### src/sv/ntfm_pkg.sv
// package for the nearest timestamp frame matcher
// transfer structs, queue entry type, request codes and controller states
// no dependencies
package ntfm_pkg;

  localparam int unsigned QueueDepthDefault = 16;
  localparam int unsigned StaleW            = 5;
  localparam int unsigned TimeW             = 32;
  localparam int unsigned TagW              = 16;
  localparam int unsigned MaxDiffW          = 16;
  localparam logic [MaxDiffW-1:0] MaxDiffReset = 16'd100;

  // request and response codes
  localparam logic REQ_PUSH    = 1'b0;
  localparam logic REQ_LOOKUP  = 1'b1;
  localparam logic RESP_PUSH   = 1'b0;
  localparam logic RESP_LOOKUP = 1'b1;

  typedef struct packed {
    logic            req_type;
    logic [TimeW-1:0] frame_time;
    logic [TagW-1:0]  frame_tag;
  } in_item_t;

  typedef struct packed {
    logic              resp_kind;
    logic              push_accepted;
    logic              match_found;
    logic [TimeW-1:0]  match_time;
    logic [TagW-1:0]   match_tag;
    logic [StaleW-1:0] stale_dropped;
  } out_item_t;

  // one stored secondary frame
  typedef struct packed {
    logic [TimeW-1:0] ent_time;
    logic [TagW-1:0]  ent_tag;
  } entry_t;

  // per-cell control from the controller
  typedef struct packed {
    logic shift;
    logic load;
  } cell_ctrl_t;

  typedef enum logic {
    ST_IDLE,
    ST_WALK
  } state_t;

endpackage

### src/sv/ntfm_cell.sv
// one queue cell of the frame matcher: holds a single entry
// shifts in its upper neighbor on a pop, loads the pushed frame on a write
// depends on ntfm_pkg
module ntfm_cell
  import ntfm_pkg::*;
(
  input  logic       clk,
  input  cell_ctrl_t ctrl,
  input  entry_t     nbr_in,
  input  entry_t     load_in,
  output entry_t     q
);

  entry_t q_r;

  always_ff @(posedge clk) begin
    if (ctrl.shift) begin
      q_r <= nbr_in;
    end else if (ctrl.load) begin
      q_r <= load_in;
    end
  end

  assign q = q_r;

endmodule

### src/sv/nearest_timestamp_frame_matcher_unit.sv
// top level of the nearest timestamp frame matcher
// row of ntfm_cell entries (cell 0 is the queue head) plus the lookup walker
// depends on ntfm_pkg and ntfm_cell
//
//   channel  direction  handshake          payload
//   in_      input      in_valid/in_stall  in_item_t  (push or lookup request)
//   out_     output     out_valid/out_stall out_item_t (one response per request)
//   cfg_     input      cfg_we             max_diff_ms, 16 bit
//
// a push writes its response straight into the output register
// a lookup walks the queue once it is taken: the walker looks at the head cell
// once per cycle, every pop shifts the whole cell row down by one, and the walk
// ends at the first entry that is not older or when the queue runs empty
// a new request is taken only when the walker is idle and the output register
// is empty, so a stalled response holds off the next request
// rst_n is synchronous: queue empty, max_diff_ms back to 100, no response
module nearest_timestamp_frame_matcher_unit
  import ntfm_pkg::*;
#(
  parameter int unsigned QUEUE_DEPTH = QueueDepthDefault
) (
  input  logic                clk,
  input  logic                rst_n,
  input  logic                in_valid,
  output logic                in_stall,
  input  in_item_t            in_data,
  output logic                out_valid,
  input  logic                out_stall,
  output out_item_t           out_data,
  input  logic                cfg_we,
  input  logic [MaxDiffW-1:0] cfg_wdata
);

  localparam int unsigned FillW = $clog2(QUEUE_DEPTH + 1);
  localparam int unsigned IdxW  = $clog2(QUEUE_DEPTH);

  // controller registers
  state_t              state_r, state_nxt;
  logic [FillW-1:0]    fill_r, fill_nxt;
  logic [MaxDiffW-1:0] max_r;
  logic                out_valid_r, out_valid_nxt;
  logic                taken_r, taken_nxt;
  logic [StaleW-1:0]   stale_r, stale_nxt;

  // walk payload registers
  logic [TimeW-1:0]    time_r, time_nxt;
  logic [MaxDiffW-1:0] best_gap_r, best_gap_nxt;
  entry_t              cand_r, cand_nxt;
  out_item_t           out_data_r, out_data_nxt;

  // cell row
  entry_t              cell_q [QUEUE_DEPTH];
  logic                pop;
  logic                push_wr;
  logic [IdxW-1:0]     wr_idx;
  entry_t              push_entry;

  // head compare
  entry_t              head;
  logic                older;
  logic [TimeW-1:0]    gap_old;
  logic [TimeW-1:0]    gap_new;
  logic                take_new;

  out_item_t           item;
  logic                out_load;

  assign head       = cell_q[0];
  assign wr_idx     = fill_r[IdxW-1:0];
  assign push_entry = '{ent_time: in_data.frame_time, ent_tag: in_data.frame_tag};

  assign older    = head.ent_time < time_r;
  assign gap_old  = time_r - head.ent_time;
  assign gap_new  = head.ent_time - time_r;
  assign take_new = gap_new < {{(TimeW-MaxDiffW){1'b0}}, best_gap_r};

  // row of cells, each shifting toward the head on a pop
  for (genvar i = 0; i < QUEUE_DEPTH; i++) begin : g_cell
    cell_ctrl_t ctrl;
    entry_t     nbr;
    assign ctrl = '{shift: pop, load: push_wr && (wr_idx == IdxW'(i))};
    if (i + 1 < QUEUE_DEPTH) begin : g_mid
      assign nbr = cell_q[i+1];
    end else begin : g_last
      assign nbr = cell_q[i];
    end
    ntfm_cell u_cell (
      .clk     (clk),
      .ctrl    (ctrl),
      .nbr_in  (nbr),
      .load_in (push_entry),
      .q       (cell_q[i])
    );
  end

  // control state
  always_ff @(posedge clk) begin
    if (!rst_n) begin
      state_r     <= ST_IDLE;
      fill_r      <= '0;
      max_r       <= MaxDiffReset;
      out_valid_r <= 1'b0;
      taken_r     <= 1'b0;
      stale_r     <= '0;
    end else begin
      state_r     <= state_nxt;
      fill_r      <= fill_nxt;
      out_valid_r <= out_valid_nxt;
      taken_r     <= taken_nxt;
      stale_r     <= stale_nxt;
      if (cfg_we) begin
        max_r <= cfg_wdata;
      end
    end
  end

  always_ff @(posedge clk) begin
    time_r     <= time_nxt;
    best_gap_r <= best_gap_nxt;
    cand_r     <= cand_nxt;
    out_data_r <= out_data_nxt;
  end

  always_comb begin
    state_nxt     = state_r;
    fill_nxt      = fill_r;
    taken_nxt     = taken_r;
    stale_nxt     = stale_r;
    time_nxt      = time_r;
    best_gap_nxt  = best_gap_r;
    cand_nxt      = cand_r;
    out_data_nxt  = out_data_r;
    out_valid_nxt = out_valid_r;
    pop           = 1'b0;
    push_wr       = 1'b0;
    out_load      = 1'b0;
    item          = '0;

    if (out_valid_r && !out_stall) begin
      out_valid_nxt = 1'b0;
    end

    case (state_r)
      ST_IDLE: begin
        if (in_valid && !in_stall) begin
          if (in_data.req_type == REQ_PUSH) begin
            item.resp_kind = RESP_PUSH;
            out_load       = 1'b1;
            if (fill_r < FillW'(QUEUE_DEPTH)) begin
              push_wr            = 1'b1;
              fill_nxt           = fill_r + FillW'(1);
              item.push_accepted = 1'b1;
            end
          end else begin
            // start a walk: window opens at max_diff_ms
            time_nxt     = in_data.frame_time;
            best_gap_nxt = max_r;
            taken_nxt    = 1'b0;
            stale_nxt    = '0;
            state_nxt    = ST_WALK;
          end
        end
      end
      ST_WALK: begin
        item.resp_kind     = RESP_LOOKUP;
        item.stale_dropped = stale_r;
        if (fill_r == '0) begin
          // queue ran dry: candidate counts only if strictly inside window
          out_load  = 1'b1;
          state_nxt = ST_IDLE;
          if (taken_r && (best_gap_r < max_r)) begin
            item.match_found = 1'b1;
            item.match_time  = cand_r.ent_time;
            item.match_tag   = cand_r.ent_tag;
          end
        end else if (older && (gap_old > {{(TimeW-MaxDiffW){1'b0}}, max_r})) begin
          // too old, discard
          pop      = 1'b1;
          fill_nxt = fill_r - FillW'(1);
          if (stale_r != '1) begin
            stale_nxt = stale_r + StaleW'(1);
          end
        end else if (older) begin
          // older but inside window, becomes the candidate
          pop          = 1'b1;
          fill_nxt     = fill_r - FillW'(1);
          cand_nxt     = head;
          best_gap_nxt = gap_old[MaxDiffW-1:0];
          taken_nxt    = 1'b1;
        end else begin
          // first entry that is not older ends the walk
          out_load  = 1'b1;
          state_nxt = ST_IDLE;
          if (take_new) begin
            pop              = 1'b1;
            fill_nxt         = fill_r - FillW'(1);
            item.match_found = 1'b1;
            item.match_time  = head.ent_time;
            item.match_tag   = head.ent_tag;
          end else if (taken_r) begin
            item.match_found = 1'b1;
            item.match_time  = cand_r.ent_time;
            item.match_tag   = cand_r.ent_tag;
          end
        end
      end
      default: begin
        state_nxt = ST_IDLE;
      end
    endcase

    if (out_load) begin
      out_valid_nxt = 1'b1;
      out_data_nxt  = item;
    end
  end

  assign in_stall  = (state_r != ST_IDLE) || out_valid_r;
  assign out_valid = out_valid_r;
  assign out_data  = out_data_r;

endmodule
### config.mk
export PLATFORM = sky130hd
export DESIGN_NAME = nearest_timestamp_frame_matcher_unit
export DESIGN_NICKNAME = d
export VERILOG_FILES = /design/src/sv/ntfm_pkg.sv /design/src/sv/ntfm_cell.sv /design/src/sv/nearest_timestamp_frame_matcher_unit.sv
export SDC_FILE = /design/constraint.sdc
export NUM_CORES = 2
export LEC_CHECK = 0
export BUFFER_PORTS_ARGS = -buffer_cell sky130_fd_sc_hd__buf_2
export CORE_AREA = 2 2 398 400
export DETAILED_ROUTE_END_ITERATION = 8
export DIE_AREA = 0 0 400 402
export GPL_TIMING_DRIVEN = 0
export SLEW_MARGIN = 0
export SYNTH_ARGS = -nofsm -noshare
export SYNTH_HDL_FRONTEND = slang
export SYNTH_SLANG_ARGS = --single-unit
### constraint.sdc
create_clock -name clk -period 14 [get_ports clk]
set_input_delay 0.7 -clock clk [delete_from_list [all_inputs] [get_ports clk]]
set_output_delay 0.7 -clock clk [all_outputs]
set_load 0.03 [all_outputs]
==> flow_summary.toml <==
[cells_and_area]
drive_gt1_share_pct = 35.82
final_common_cell = "edfxtp_1"
layout_common_cells = "edfxtp_1 (920), mux2_4 (600), buf_2 (149)"
n_fill_cell = 14958
area_growth_pct = 15.29
instances_no_fill = 5178
fin_nets = 3212
postLayoutCoreUtil_pct = 34.31

[die]
start_util_pct = 29.76
die_h_um = 402
io-pin-count = 128
row_count = 146
die_w_um = 400
core_um2 = 157100
die_area_um2 = 160800

[run_status]
outcome = "complete, no violations"

[grt]
overflow = 0
grt_max_degree = 58
busiest_layer = "met2"
grt.met3_usage_pct = 2.466
track_usage_pct = 13.18
grt_pass1_vias = 24811
grt.met1_usage_pct = 16.52
met2_usage_pct = 23.06
grt_pass1_wl_mm = 160.0
grt_antenna_before_repair = 25

[worst_setup_path]
crit_path_end_kind = "register"
r2r.worst_path.cells = 24
crit_cells = 24
critPathKind = "reg -> reg"
cpLargestDelayFamily = "compound AO/OA/AOI/OAI gates"
start_kind = "register"
cpMostUsedCell = "a211oi_1"
arrival_ps = 7720
worstPathMaxFanout = 26
crit_buf_inv = 7
slowest_delay_ps = 600
cp.required_ps = 14370
path_cells = "inv_1, ha_1, inv_1, fa_1, a211oi_1, o21a_2, o31a_2, xnor2_1, ha_1, nand2_1, o21ai_0, a211oi_1, a211oi_1, nor3_1, nand4b_1, or4_4, o31ai_1, nand2_1, buf_2, buf_2, clkbuf_1, o21ai_4, buf_16, buf_12"
cp_slowest_cell = "edfxtp_1"

[power]
intPower_uw = 4933
cellLeakagePower_uw = 0.01931
totalPowerFinal_uw = 6455
swShare_pct = 23.58
p_sw_uw = 1522
ir_worst_vdd_uv = 100.3
p_comb_share_pct = 10.9
p_seq_share_pct = 50.2
power_density_nw_per_um2 = 119.7
clockPowerShare_pct = 38.9

[synth]
synth-adder-area-share_pct = 3.206
synthesis.nets = 2952
synth-simple-area-share_pct = 2.869
synth_compound_area_share_pct = 5.202
synthArstFlopShare_pct = 0
syn_area_per_cell_um2 = 16.92
synthFlopType = "edfxtp_1"
synth_mux_area_share_pct = 22.50
ys_warn_count = 0
yosysUniqueCellTypes = 79
synth_edf_count = 920
synth-xor-area-share_pct = 0.9741
ys_seq_area_share_pct = 60.33
syn-cell-area_um2 = 46750
ys_ff_latch = 949
synth_cells = 2764
synth_top_family_by_area = "multiplexers"

[flow_run]
max_cap_violations = 0

[cts]
ctsHoldBuffers = 0
post_cts_resized = 0
cts_setup_buffers = 0
root_buffer = "clkbuf_16"
clockBufferDepth = 3
cts_tree = "done"
cts_buffers = 101
clk_pin_slew_worst_paths_ps = 60
clock_sinks = 949
htree_levels = 3
clk_latency_ps = 690

[sta]
rsz0062_at_grt = "no"
period_needed_ps = 7354
min_period_over_period_pct = 52.53
setup_viol = 0
skew_ps = 27.65
worst_slew_pin_slew_ps = 1197
hold_viol = 0
fin_ws_ps = 6646
setup_tns_ps = 0
slew_viol_final = 0
fmax_mhz = 136.0
max_slew_margin_pct = 20.18

[placed_design]
placed_cells = 4992
io_buffers = 126
place_ws_ps = 6834
dp_hpwl_mm = 80.96
gp_congestion = 0.8735

[route]
vias_per_cell = 4.629
drtPass1Iterations = 5
wl_per_cell_um = 20.69
antenna_left = 0
drt_wl_total_mm = 107.1
remaining_drc_errors = 0
vias = 23968
drtIter0Drc = 1425

[worst_hold_path]
hold_depth = 3
hold_class = "in -> reg"
## power by group through the flow
stage	clock network [uW]	registers (uW)	logic, uW
2_1_floorplan	0	3320	480
3_3_place_gp	0	3320	678
3_5_place_dp	0	3300	705
4_1_cts	2580	3240	709
5_1_grt	2690	3250	768
6_report	2510	3240	704
## sequential cells by signal, summed over array words and instances (netlist names)
signal,flops
state_r,1
g_cell.u_cell.q,768
max_r,16
out_data,56
best_gap_r,16
fill_r,5
stale_r,5
cand_r,48
out_valid,1
taken_r,1
time_r,32
## final cells by class
class / count / area (um2) / share of cell area, %
Antenna cell: 2 / 5.005 / 0.009284
Multi-Input combinational cell: 1520 / 16440 / 30.49
Sequential cell: 949 / 28210 / 52.33
Buffer: 183 / 1879 / 3.486
Clock buffer: 128 / 2671 / 4.956
Inverter: 112 / 420.4 / 0.7799
Tap cell: 2072 / 2592 / 4.809
Timing Repair Buffer: 157 / 1289 / 2.391
Clock inverter: 55 / 404.1 / 0.7497
## cell families (layout without fill, tap and decap cells)
kind of cell | after synthesis | in the layout
adder cells (fa/ha/maj) | 118 | 118
multiplexers | 736 | 736
AND/OR/NAND/NOR | 253 | 253
AO/OA/AOI/OAI | 361 | 361
other | 0 | 2
XOR/XNOR | 52 | 52
flip-flops | 949 | 949
buffers and inverters | 295 | 635
## stage by stage
stage	hold slack (ps)	area [um2]
3_3_place_gp	434.9	49980
4_1_cts	183.2	53880
3_5_place_dp	449.8	50810
5_1_grt	235.7	53900
2_1_floorplan	426.8	46750
6_report	237.4	53910
## worst paths after layout
| path | from | end | slack, ps |
|---|---|---|---|
| setup / recovery | g_cell[0].u_cell.q[16]$_DFFE_PP_ | g_cell[3].u_cell.q[30]$_DFFE_PP_ | 6650 |
| hold / removal | cfg_wdata[2] | max_r[2]$_SDFFE_PN1P_ | 240 |
| setup reg to reg | g_cell[0].u_cell.q[16]$_DFFE_PP_ | g_cell[3].u_cell.q[30]$_DFFE_PP_ | 6650 |
| hold reg to reg | g_cell[0].u_cell.q[15]$_DFFE_PP_ | cand_r[15]$_DFFE_PP_ | 460 |
## per-layer routing
layer  up-vias  wire [um]
met2       465      53940
met4        26       2287
met3       160       4871
met5         -        141
met1     12239      45900
li1      11078          -
## cell usage after synthesis, drive strengths merged, types with 4 or more instances
| cell type | count | area (um2) |
|---|---|---|
| and4 | 6 | 55.05 |
| nand2b | 14 | 87.58 |
| or2 | 4 | 27.53 |
| xor2 | 22 | 192.7 |
| inv | 112 | 420.4 |
| dfxtp | 29 | 580.6 |
| o21ai | 73 | 372.9 |
| nor2b | 21 | 131.4 |
| o21a | 24 | 182.7 |
| o211ai | 12 | 90.09 |
| nand2 | 75 | 281.5 |
| a31oi | 5 | 31.28 |
| buf | 105 | 1587 |
| mux2i | 16 | 160.2 |
| or4 | 7 | 60.06 |
| nand3 | 25 | 125.1 |
| edfxtp | 920 | 27630 |
| a22o | 48 | 420.4 |
| nor3 | 14 | 75.07 |
| a21oi | 97 | 496.7 |
| o2111ai | 5 | 43.79 |
| and2 | 14 | 87.59 |
| o221ai | 6 | 52.55 |
| a211oi | 12 | 95.09 |
| o21bai | 10 | 75.07 |
| nor2 | 33 | 140.1 |
| nand4 | 18 | 112.6 |
| ha | 115 | 1439 |
| clkbuf | 78 | 292.8 |
| and3 | 12 | 75.07 |
| o31a | 4 | 45.05 |
| mux2 | 720 | 10360 |
| a21o | 31 | 232.7 |
| o31ai | 8 | 60.06 |
| xnor2 | 30 | 262.8 |
## tightest hold or removal path, stage by stage
cell	delay, ps
buf_2	80
nand2_1	40
o211ai_1	60
Note: power is estimated with default switching activity, not from simulation.
